===== src/sv/assert_macros.svh =====
// Assertion macros shared by the RTL. Each module that uses them has
// i_clk and i_rst_n in scope.
`ifndef ASSERT_MACROS_SVH
`define ASSERT_MACROS_SVH

// Property that must hold at every clock edge outside reset.
`define ASSERT_ALWAYS(lbl, expr, msg) \
    lbl: assert property (@(posedge i_clk) disable iff (!i_rst_n) (expr)) \
        else $error(msg);

// Consequent that must hold in the cycle after the antecedent.
`define ASSERT_NEXT(lbl, ante, cons, msg) \
    lbl: assert property (@(posedge i_clk) disable iff (!i_rst_n) \
        (ante) |=> (cons)) else $error(msg);

`endif


===== src/sv/kufec_pkg.sv =====
`default_nettype none

package kufec_pkg;

    localparam int VERTICES_DEF  = 1024;
    localparam int VERTEX_W      = 10;
    localparam int INDEX_W       = 16;
    localparam int CLASS_W       = 2;
    localparam int VCOUNT_W      = 11;
    localparam int RANK_W        = 4;
    localparam logic [RANK_W-1:0]   RANK_MAX      = 4'd15;
    localparam logic [VCOUNT_W-1:0] VCOUNT_RESET  = 11'd1024;

    localparam logic [CLASS_W-1:0] CLS_FOREST  = 2'd0;
    localparam logic [CLASS_W-1:0] CLS_CYCLE   = 2'd1;
    localparam logic [CLASS_W-1:0] CLS_INVALID = 2'd2;
    localparam logic [CLASS_W-1:0] CLS_CLEAR   = 2'd3;

    typedef logic [3:0] t_step;

    localparam t_step ST_BOOT     = 4'd0;
    localparam t_step ST_IDLE     = 4'd1;
    localparam t_step ST_DISPATCH = 4'd2;
    localparam t_step ST_CHECK    = 4'd3;
    localparam t_step ST_READ     = 4'd4;
    localparam t_step ST_WALK     = 4'd5;
    localparam t_step ST_CSTART   = 4'd6;
    localparam t_step ST_CREAD    = 4'd7;
    localparam t_step ST_CWRITE   = 4'd8;
    localparam t_step ST_FDONE    = 4'd9;
    localparam t_step ST_CMP      = 4'd10;
    localparam t_step ST_LINK     = 4'd11;
    localparam t_step ST_RANK     = 4'd12;
    localparam t_step ST_CLEAR    = 4'd13;
    localparam t_step ST_DONE     = 4'd14;
    localparam t_step ST_SPARE    = 4'd15;

    typedef enum logic [1:0] {
        WAIT_NONE,
        WAIT_IN,
        WAIT_OUT,
        WAIT_SWEEP
    } t_wait;

    typedef enum logic [3:0] {
        JC_NEVER,
        JC_ALWAYS,
        JC_CLEAR,
        JC_INVALID,
        JC_NOT_ROOT,
        JC_AT_ROOT,
        JC_SIDE_A,
        JC_SAME_ROOT,
        JC_A_HIGHER
    } t_jcond;

    typedef enum logic [3:0] {
        OP_NONE,
        OP_LATCH,
        OP_START,
        OP_WALK,
        OP_CSTART,
        OP_CSTEP,
        OP_SAVE,
        OP_CLS_CYCLE,
        OP_CLS_FOREST,
        OP_CLS_CLEAR,
        OP_EMIT
    } t_dp_op;

    typedef enum logic [2:0] {
        MEM_NONE,
        MEM_READ,
        MEM_CLEAR,
        MEM_COMPRESS,
        MEM_LINK,
        MEM_RANK
    } t_mem_op;

    typedef struct packed {
        t_wait   wt;
        t_jcond  jc;
        t_step   target;
        t_dp_op  op;
        t_mem_op mem;
    } t_uword;

    typedef struct packed {
        logic is_clear;
        logic is_invalid;
        logic not_root;
        logic at_root;
        logic side_a;
        logic same_root;
        logic a_higher;
        logic sweep_last;
    } t_dp_flags;

    typedef struct packed {
        logic      in_valid;
        logic      out_free;
        t_dp_flags dp;
    } t_status;

    typedef struct packed {
        logic    in_ready;
        t_dp_op  op;
        t_mem_op mem;
    } t_ctrl;

    typedef struct packed {
        logic [CLASS_W-1:0] cls;
        logic [INDEX_W-1:0] idx;
    } t_result;

    // Microprogram. A step holds while its wait condition is open, then
    // jumps to its target when the jump condition is true, else moves on.
    function automatic t_uword kufec_rom(input t_step step);
        t_uword w;
        w = '{wt: WAIT_NONE, jc: JC_NEVER, target: ST_IDLE, op: OP_NONE, mem: MEM_NONE};
        case (step)
            ST_BOOT: begin
                w.wt  = WAIT_SWEEP;
                w.mem = MEM_CLEAR;
            end
            ST_IDLE: begin
                w.wt = WAIT_IN;
                w.op = OP_LATCH;
            end
            ST_DISPATCH: begin
                w.op     = OP_START;
                w.jc     = JC_CLEAR;
                w.target = ST_CLEAR;
            end
            ST_CHECK: begin
                w.jc     = JC_INVALID;
                w.target = ST_DONE;
            end
            ST_READ: begin
                w.mem = MEM_READ;
            end
            ST_WALK: begin
                w.op     = OP_WALK;
                w.jc     = JC_NOT_ROOT;
                w.target = ST_READ;
            end
            ST_CSTART: begin
                w.op = OP_CSTART;
            end
            ST_CREAD: begin
                w.mem    = MEM_READ;
                w.jc     = JC_AT_ROOT;
                w.target = ST_FDONE;
            end
            ST_CWRITE: begin
                w.mem    = MEM_COMPRESS;
                w.op     = OP_CSTEP;
                w.jc     = JC_ALWAYS;
                w.target = ST_CREAD;
            end
            ST_FDONE: begin
                w.op     = OP_SAVE;
                w.jc     = JC_SIDE_A;
                w.target = ST_READ;
            end
            ST_CMP: begin
                w.op     = OP_CLS_CYCLE;
                w.jc     = JC_SAME_ROOT;
                w.target = ST_DONE;
            end
            ST_LINK: begin
                w.op     = OP_CLS_FOREST;
                w.mem    = MEM_LINK;
                w.jc     = JC_A_HIGHER;
                w.target = ST_DONE;
            end
            ST_RANK: begin
                w.mem    = MEM_RANK;
                w.jc     = JC_ALWAYS;
                w.target = ST_DONE;
            end
            ST_CLEAR: begin
                w.wt  = WAIT_SWEEP;
                w.op  = OP_CLS_CLEAR;
                w.mem = MEM_CLEAR;
            end
            ST_DONE: begin
                w.wt     = WAIT_OUT;
                w.op     = OP_EMIT;
                w.jc     = JC_ALWAYS;
                w.target = ST_IDLE;
            end
            default: begin
                w.jc     = JC_ALWAYS;
                w.target = ST_IDLE;
            end
        endcase
        return w;
    endfunction

endpackage

`default_nettype wire


===== src/sv/kufec_seq.sv =====
`default_nettype none

module kufec_seq (
    input  wire logic             i_clk,
    input  wire logic             i_rst_n,
    input  wire kufec_pkg::t_status i_stat,
    output kufec_pkg::t_ctrl      o_ctrl
);
    import kufec_pkg::*;

    `include "assert_macros.svh"

    t_step  r_step;
    t_step  n_step;
    t_uword w;
    logic   hold;
    logic   jump;

    assign w = kufec_rom(r_step);

    always_comb begin
        case (w.wt)
            WAIT_IN:    hold = !i_stat.in_valid;
            WAIT_OUT:   hold = !i_stat.out_free;
            WAIT_SWEEP: hold = !i_stat.dp.sweep_last;
            default:    hold = 1'b0;
        endcase
    end

    always_comb begin
        case (w.jc)
            JC_ALWAYS:    jump = 1'b1;
            JC_CLEAR:     jump = i_stat.dp.is_clear;
            JC_INVALID:   jump = i_stat.dp.is_invalid;
            JC_NOT_ROOT:  jump = i_stat.dp.not_root;
            JC_AT_ROOT:   jump = i_stat.dp.at_root;
            JC_SIDE_A:    jump = i_stat.dp.side_a;
            JC_SAME_ROOT: jump = i_stat.dp.same_root;
            JC_A_HIGHER:  jump = i_stat.dp.a_higher;
            default:      jump = 1'b0;
        endcase
    end

    always_comb begin
        if (hold) begin
            n_step = r_step;
        end else if (jump) begin
            n_step = w.target;
        end else begin
            n_step = t_step'(r_step + 4'd1);
        end
    end

    always_ff @(posedge i_clk) begin
        if (!i_rst_n) begin
            r_step <= ST_BOOT;
        end else begin
            r_step <= n_step;
        end
    end

    assign o_ctrl.in_ready = (w.wt == WAIT_IN);
    assign o_ctrl.op       = w.op;
    assign o_ctrl.mem      = w.mem;

    `ASSERT_NEXT(a_accept_dispatch, i_stat.in_valid && o_ctrl.in_ready,
        r_step == ST_DISPATCH, "accepted item did not go to dispatch")
    `ASSERT_ALWAYS(a_no_spare, r_step != ST_SPARE, "sequencer reached the unused step")
    `ASSERT_NEXT(a_boot_exit, r_step == ST_BOOT,
        r_step == ST_BOOT || r_step == ST_IDLE, "boot sweep left to a wrong step")
    `ASSERT_NEXT(a_done_hold, r_step == ST_DONE && !i_stat.out_free,
        r_step == ST_DONE, "result step left while output register was full")

endmodule

`default_nettype wire


===== config.mk =====
export PLATFORM = sky130hd
export DESIGN_NAME = kufec_seq
export DESIGN_NICKNAME = d
export VERILOG_FILES = /design/src/sv/kufec_pkg.sv /design/src/sv/kufec_seq.sv
export VERILOG_INCLUDE_DIRS = /design/src /design/src/sv
export SDC_FILE = /design/constraint.sdc
export NUM_CORES = 1
export LEC_CHECK = 0
export ABC_AREA = 1
export ABC_CLOCK_PERIOD_IN_PS = 3100
export BUFFER_PORTS_ARGS = -buffer_cell sky130_fd_sc_hd__buf_2
export CORE_ASPECT_RATIO = 0.75
export CORE_UTILIZATION = 39
export DETAILED_ROUTE_END_ITERATION = 6
export SETUP_SLACK_MARGIN = 0.02
export SYNTH_ARGS = -nofsm -noshare
export SYNTH_HDL_FRONTEND = slang
export SYNTH_SLANG_ARGS = --single-unit

===== constraint.sdc =====
create_clock -name i_clk -period 3.1 [get_ports i_clk]
set_input_delay 0.62 -clock i_clk [delete_from_list [all_inputs] [get_ports i_clk]]
set_output_delay 0.62 -clock i_clk [all_outputs]
set_load 0.01 [all_outputs]

Word-level counts from Yosys, hierarchy flattened
Cells that the tools add are included.

operators by class
  equality and inequality tests = 25
  reduce and logical (&&, ||, !) cells = 7
  add/sub/neg operators = 1
  mux-type cells = 7

operators by type and width
  kind                 count
  $pmux 8 s10          1
  $pmux 4 s10          1
  $eq 4x3->1 const B   8
  $eq 4x4->1 const B   8
  $eq 4x2->1 const B   4
  $pmux 3 s5           1
  $eq 4x1->1 const B   2
  $pmux 1 s8           1
  $pmux 2 s3           1
  $reduce_or 5->1      1
  $add 4x1->4 const B  1
  $eq 2x2->1 const B   2
  $logic_not 4->1      1
  $mux 4               1
  $reduce_or 2->1      2
  $logic_not 1->1      3
  $pmux 1 s3           1
  $eq 2x1->1 const B   1

storage, ports and cells
  bits in registers = 4
  input bits = 12
  logic and storage cells = 41
  output and inout port bits = 8

Longest topological paths before layout
Gate-level depths: netlist of the first run.

  depth in word-level cells = 6
  mapped depth = 15
  gate-level depth less buffers = 14

Worst setup path before layout of the first run
No wires, ideal clock.

  path kind = register to output
  from = register r_step[1]
  to = output port o_ctrl[7] in the netlist's numbering
  cell stages (with the launch flop) = 7
  data arrival time = 1280 ps
  required time = 2480 ps
  setup slack = 1200 ps
  buffers on the path = 0
  cell sequence = dfxtp_1 > inv_1 > ha_1 > inv_2 > nor3_1 > nor2_2 > nor3_2

RTL lines
  element                 line             text
  from (decl)             kufec_seq.sv:13  t_step r_step;
  from (signal assigned)  kufec_seq.sv:58  r_step <= n_step;
  to (decl)               kufec_seq.sv:7   output kufec_pkg::t_ctrl o_ctrl

==> flow_summary.json, run 1 <==
{
  "status": "completed",
  "dr.pass1.iters": 4,
  "holdPathStages": 4,
  "finalSetupViolations": 0,
  "synth_warnings": 0,
  "r2r-start": "r_step[0]$_SDFFE_PN0N_",
  "hold_class": "reg2reg",
  "slowest_delay_ps": 350,
  "vias": 855,
  "yosys-top-cells-count": "nand2_1, nand3_1, inv_1, nand2_2",
  "cp.arrival_ps": 1750,
  "ir_worst_vdd_mv": 0.570,
  "async_flop_share_pct": 0,
  "placed_cells": 162,
  "row_count": 13,
  "cpLargestDelayFamily": "simple AND/OR/NAND/NOR gates",
  "layout.cells.non_filler": 165,
  "worst-path-buf-inv": 3,
  "post_drt_via_cell_ratio": 5.18,
  "cts.clk_slew.worst_paths_ps": 30,
  "wl_per_cell_um": 12.1,
  "synth.distinct_cells": 31,
  "crit_cells": 7,
  "syn_nets": 139,
  "fin_nets": 161,
  "hold_viol": 0,
  "antennaDiodeCount": 0,
  "gp_congestion": 0.865,
  "h-tree-depth": 1,
  "numPortBuffers": 19,
  "post-route-period-util_pct": 76.5,
  "place_ws_ps": 973,
  "total_power_w": 0.000930,
  "cellLeakagePower_nw": 0.556,
  "synth_area_um2": 815,
  "cts_setup_buffers": 0,
  "yosys.area.top_type": "nand3_1",
  "critPathRequiredTime_ps": 2480,
  "chipWidth_um": 54.8,
  "drc": 0,
  "grt-ovfl-total": 0,
  "cts_tree": "done",
  "grt_max_degree": 10,
  "fin_ws_ps": 728,
  "grt_setup_unrepaired": "no",
  "criticalPathCategory": "reg2out",
  "grt_pass1_vias": 732,
  "final-max-slew-violation-count": 0,
  "worst_pin_slew_ps": 531,
  "maxCapViolations": 0,
  "crit_fanout": 6,
  "yosysSeqAreaShare_pct": 9.83,
  "avgSynthCellArea_um2": 6.62,
  "cp-endpoint": "o_ctrl[7]",
  "max_freq_mhz": 422,
  "reg_top3": "r_step: 4 flops",
  "regMostFlops": "r_step",
  "synthFlopType": "dfxtp_1",
  "place_hpwl_um": 1620,
  "hp-start": "r_step[1]$_SDFFE_PN0N_",
  "slew_headroom_pct": 64.5,
  "synth_edf_count": 0,
  "reg2reg_slack_ps": 1040,
  "die_h_um": 41.6,
  "grt_pass1_wl_um": 3260,
  "initial_core_util_pct": 44.3,
  "cts-root-buf": "clkbuf_4",
  "endpoint_kind": "output port",
  "largest_reg_flops": 4,
  "synth_top_area_share_pct": 10.4,
  "cts_buffers": 3,
  "postCtsResizedCells": 0,
  "reg2regPathDepth": 12,
  "startpoint": "r_step[1]$_SDFFE_PN0N_",
  "drive_gt1_share_pct": 40.6,
  "grt_usage_pct": 19.5,
  "antenna_found_initial": 0,
  "finalCriticalPeriod_ps": 2370,
  "nFillCells": 198,
  "clkSinkCount": 4,
  "syn_inst": 123,
  "clock_skew_ps": 3.36,
  "drt_iter0_drc": 18,
  "ys_seq_elements": 4,
  "antenna_left": 0,
  "start_kind": "register",
  "die_area_mm2": 0.00228,
  "power_density_mw_per_mm2": 992,
  "path_cells": "inv_1 -> ha_1 -> inv_2 -> nor3_1 -> nor2_2 -> nor3_2 -> buf_2",
  "tns_ps": 0,
  "clk_latency_ps": 240,
  "yosysMostFrequentCell": "nand2_1",
  "core_area_mm2": 0.00184,
  "cpMaxStageDelayCell": "ha_1",
  "boundaryPins": 20,
  "reg2reg_to": "r_step[2]$_SDFFE_PN0N_",
  "ctsHoldBuffers": 0,
  "syn_to_final_growth_pct": 15.1,
  "clock_path_buffers": 2,
  "routed_wl_um": 2000,
  "synth.top_cells.by_area": "nand3_1, dfxtp_1, nand2_1"
}
worst register-to-register path, stage by stage, from the launching register on:
cell,delay (ps)
dfxtp_1,370
inv_1,110
ha_1,340
o21ai_2,340
nand2_2,140
nand2_1,80
nand3_1,90
nand2_2,90
nand3_4,110
nand3_1,80
nand2_1,50
nor2_1,110
nor2_1,50
per-layer routing:
metal | global-route usage (%) | routed length (um)
met5 | 0 | 0
met4 | 3.08 | 10
met3 | 5.49 | 178
met2 | 26.7 | 826
met1 | 29.9 | 984
stage by stage:
| stage | cell area [um^2] | util [%] | hold slack [ps] |
|---|---|---|---|
| 2_1_floorplan | 815 | - | 584 |
| 3_3_place_gp | 915 | 49.8 | 624 |
| 3_5_place_dp | 915 | 49.8 | 620 |
| 4_1_cts | 937 | 51.0 | 626 |
| 5_1_grt | 937 | 51.0 | 695 |
| 6_report | 937 | 51.0 | 620 |
kinds of logic (layout without fill, tap and decap cells):
family	after synthesis	in the layout	synth area share (%)
simple gates	73	73	54.2
buf+inv	24	44	13.5
compound gates	16	16	14.1
fa+ha+maj	4	4	6.14
flops	4	4	9.83
xor+xnor	2	2	2.15
layout by cell type, fill, tap and decap left out, types with 3 or more instances in the layout:
cell type,Yosys,final
nand2_1,20,20
buf_2,0,19
nand3_1,17,17
inv_1,15,15
nand2_2,9,9
inv_2,6,6
nor2_1,6,6
nand2_4,4,4
nor2_2,4,4
a21oi_1,4,4
ha_1,4,4
dfxtp_1,4,4
o21ai_0,3,3
clkbuf_4,0,3
cell type report:
type	count	area [um^2]	area share, %
tap	22	27.5	2.94
clock buffer	3	22.5	2.40
sequential	4	80.1	8.54
inverter	22	87.6	9.35
multi-input combinational	95	624	66.6
timing repair buffer	19	95.1	10.1
worst min-delay path by stage:
stage                             endpoint  slack (ps)
floorplan           r_step[1]$_SDFFE_PN0N_         580
global placement    r_step[1]$_SDFFE_PN0N_         620
detailed placement  r_step[1]$_SDFFE_PN0N_         620
CTS                 r_step[1]$_SDFFE_PN0N_         630
global route        r_step[1]$_SDFFE_PN0N_         700
finish              r_step[1]$_SDFFE_PN0N_         620
where the power goes:
| part | internal (W) | switching, W | total (W) | leakage (nW) |
|---|---|---|---|---|
| combinational | 0.000278 | 0.000477 | 0.000754 | 0.509 |
| clock | 0.0000432 | 0.0000206 | 0.0000638 | 0.0138 |
| sequential | 0.0000716 | 0.0000406 | 0.000112 | 0.0331 |
Note: power is estimated with default switching activity, not from simulation.
==> inputs of run 2 (changes only) <==
- ABC_CLOCK_PERIOD_IN_PS: 3100 -> 2220
- clock period: 3.1 -> 2.22 ns (I/O delays scaled with it)
==> flow_summary.json, run 2 (same netlist as run 1, synthesis figures left out) <==
{
  "initial_core_util_pct": 44.3,
  "final_common_cell": "nand2_1",
  "final_core_util_pct": 53.8,
  "drc": 0,
  "clk_latency_ps": 230,
  "die_area_mm2": 0.00228,
  "chipWidth_um": 54.8,
  "cp.arrival_ps": 1660,
  "grt_pass1_vias": 766,
  "numPortBuffers": 19,
  "holdPathStages": 5,
  "drive_gt1_share_pct": 43.4,
  "clock_skew_ps": 1.34,
  "hp-start": "i_rst_n",
  "worst_pin_slew_ps": 418,
  "ir_worst_vdd_mv": 0.989,
  "largest_reg_flops": 4,
  "reg_top3": "r_step: 4 flops",
  "post_drt_via_cell_ratio": 5.26,
  "fin_nets": 163,
  "final_cell_mix": "nand2_1, buf_2, nand3_1, inv_1, nand2_2",
  "nFillCells": 187,
  "hold_class": "in2reg",
  "hold_path_end": "r_step[0]$_SDFFE_PN0N_",
  "layout.cells.non_filler": 167,
  "max_freq_mhz": 476,
  "cts_buffers": 3,
  "clkSinkCount": 4,
  "grt_usage_pct": 18.9,
  "die_h_um": 41.6,
  "ctsHoldBuffers": 0,
  "final-max-slew-violation-count": 0,
  "cts.clk_slew.worst_paths_ps": 30,
  "cts-root-buf": "clkbuf_4",
  "reg2reg_slack_ps": 230,
  "regMostFlops": "r_step",
  "clock_path_buffers": 2,
  "antennaDiodeCount": 0,
  "power_density_mw_per_mm2": 1380,
  "crit_fanout": 5,
  "routed_wl_um": 1890,
  "maxCapViolations": 0,
  "place_ws_ps": 160,
  "post-route-period-util_pct": 94.6,
  "r2r-start": "r_step[0]$_SDFFE_PN0N_",
  "fin_ws_ps": 120,
  "multi_input_area_um2": 661,
  "reg2regPathDepth": 12,
  "criticalPathCategory": "reg2out",
  "reg2reg_to": "r_step[2]$_SDFFE_PN0N_",
  "endpoint_kind": "output port",
  "place_hpwl_um": 1540,
  "ff_latch_area_um2": 80.1,
  "status": "completed",
  "finalSetupViolations": 0,
  "vias": 879,
  "boundaryPins": 20,
  "row_count": 13,
  "antenna_found_initial": 0,
  "grt_setup_unrepaired": "yes",
  "total_power_w": 0.00137,
  "cellLeakagePower_nw": 0.566,
  "hold_viol": 0,
  "grt-ovfl-total": 0,
  "grt_pass1_wl_um": 3230,
  "drt_iter0_drc": 26,
  "dr.pass1.iters": 4,
  "tns_ps": 0,
  "placed_cells": 164,
  "h-tree-depth": 1,
  "gp_congestion": 0.840,
  "critPathRequiredTime_ps": 1780,
  "grt_max_degree": 10,
  "core_area_mm2": 0.00184,
  "antenna_left": 0,
  "slew_headroom_pct": 72.1,
  "cts_tree": "done",
  "wl_per_cell_um": 11.3,
  "start_kind": "register",
  "finalCriticalPeriod_ps": 2100,
  "syn_to_final_growth_pct": 21.4
}
## run 2: timing repair
action | 4_1_cts | 5_1_grt
setup endpoints to repair | 1 | 6
setup buffers | 0 | 0
gates cloned | 0 | 0
resized for setup | 1 | 6
pin swaps | 0 | 0
## run 2: cell type report
| class | instances | area share, % |
|---|---|---|
| clock buffer | 3 | 2.28 |
| inverter | 22 | 8.86 |
| multi-input combinational | 95 | 66.8 |
| sequential | 4 | 8.10 |
| tap | 22 | 2.78 |
| timing repair buffer | 21 | 11.1 |
## run 2: report_power, final
group          total [W]  internal [W]  switching (W)  leakage (nW)
clock network  0.0000878     0.0000603      0.0000275        0.0138
logic            0.00114      0.000434       0.000705         0.519
registers       0.000140     0.0000998      0.0000398        0.0331
total            0.00137      0.000594       0.000772         0.566
## run 2: worst max-delay path, cell delays in order, from the launching register on
cell	delay, ps
dfxtp_1	420
inv_1	140
ha_2	260
nand2_1	90
nand2_2	100
nor3_4	240
buf_2	170
## run 2: through the flow
stage               hold WS [ps]  area, um^2
CTS                          558         955
finish                       564         988
detailed placement           642         930
floorplan                    584         815
global route                 572         988
global placement             621         930
## run 2: worst max path at each step
stage / depth (start not counted) / to / startpoint
global route: 6 / o_ctrl[6] / r_step[0]$_SDFFE_PN0N_
CTS: 7 / o_ctrl[7] / r_step[0]$_SDFFE_PN0N_
detailed placement: 10 / r_step[2]$_SDFFE_PN0N_ / r_step[0]$_SDFFE_PN0N_
floorplan: 10 / r_step[2]$_SDFFE_PN0N_ / r_step[0]$_SDFFE_PN0N_
global placement: 10 / r_step[2]$_SDFFE_PN0N_ / r_step[0]$_SDFFE_PN0N_
finish: 6 / o_ctrl[7] / r_step[0]$_SDFFE_PN0N_
## run 2: routing by layer
metal / share of wire [%] / global-route usage [%] / vias up
met5: 0 / 0 / -
met4: 0.58 / 3.59 / 0
met3: 12 / 5.49 / 2
met2: 40 / 26.0 / 50
met1: 47 / 28.6 / 382
li1: - / - / 445
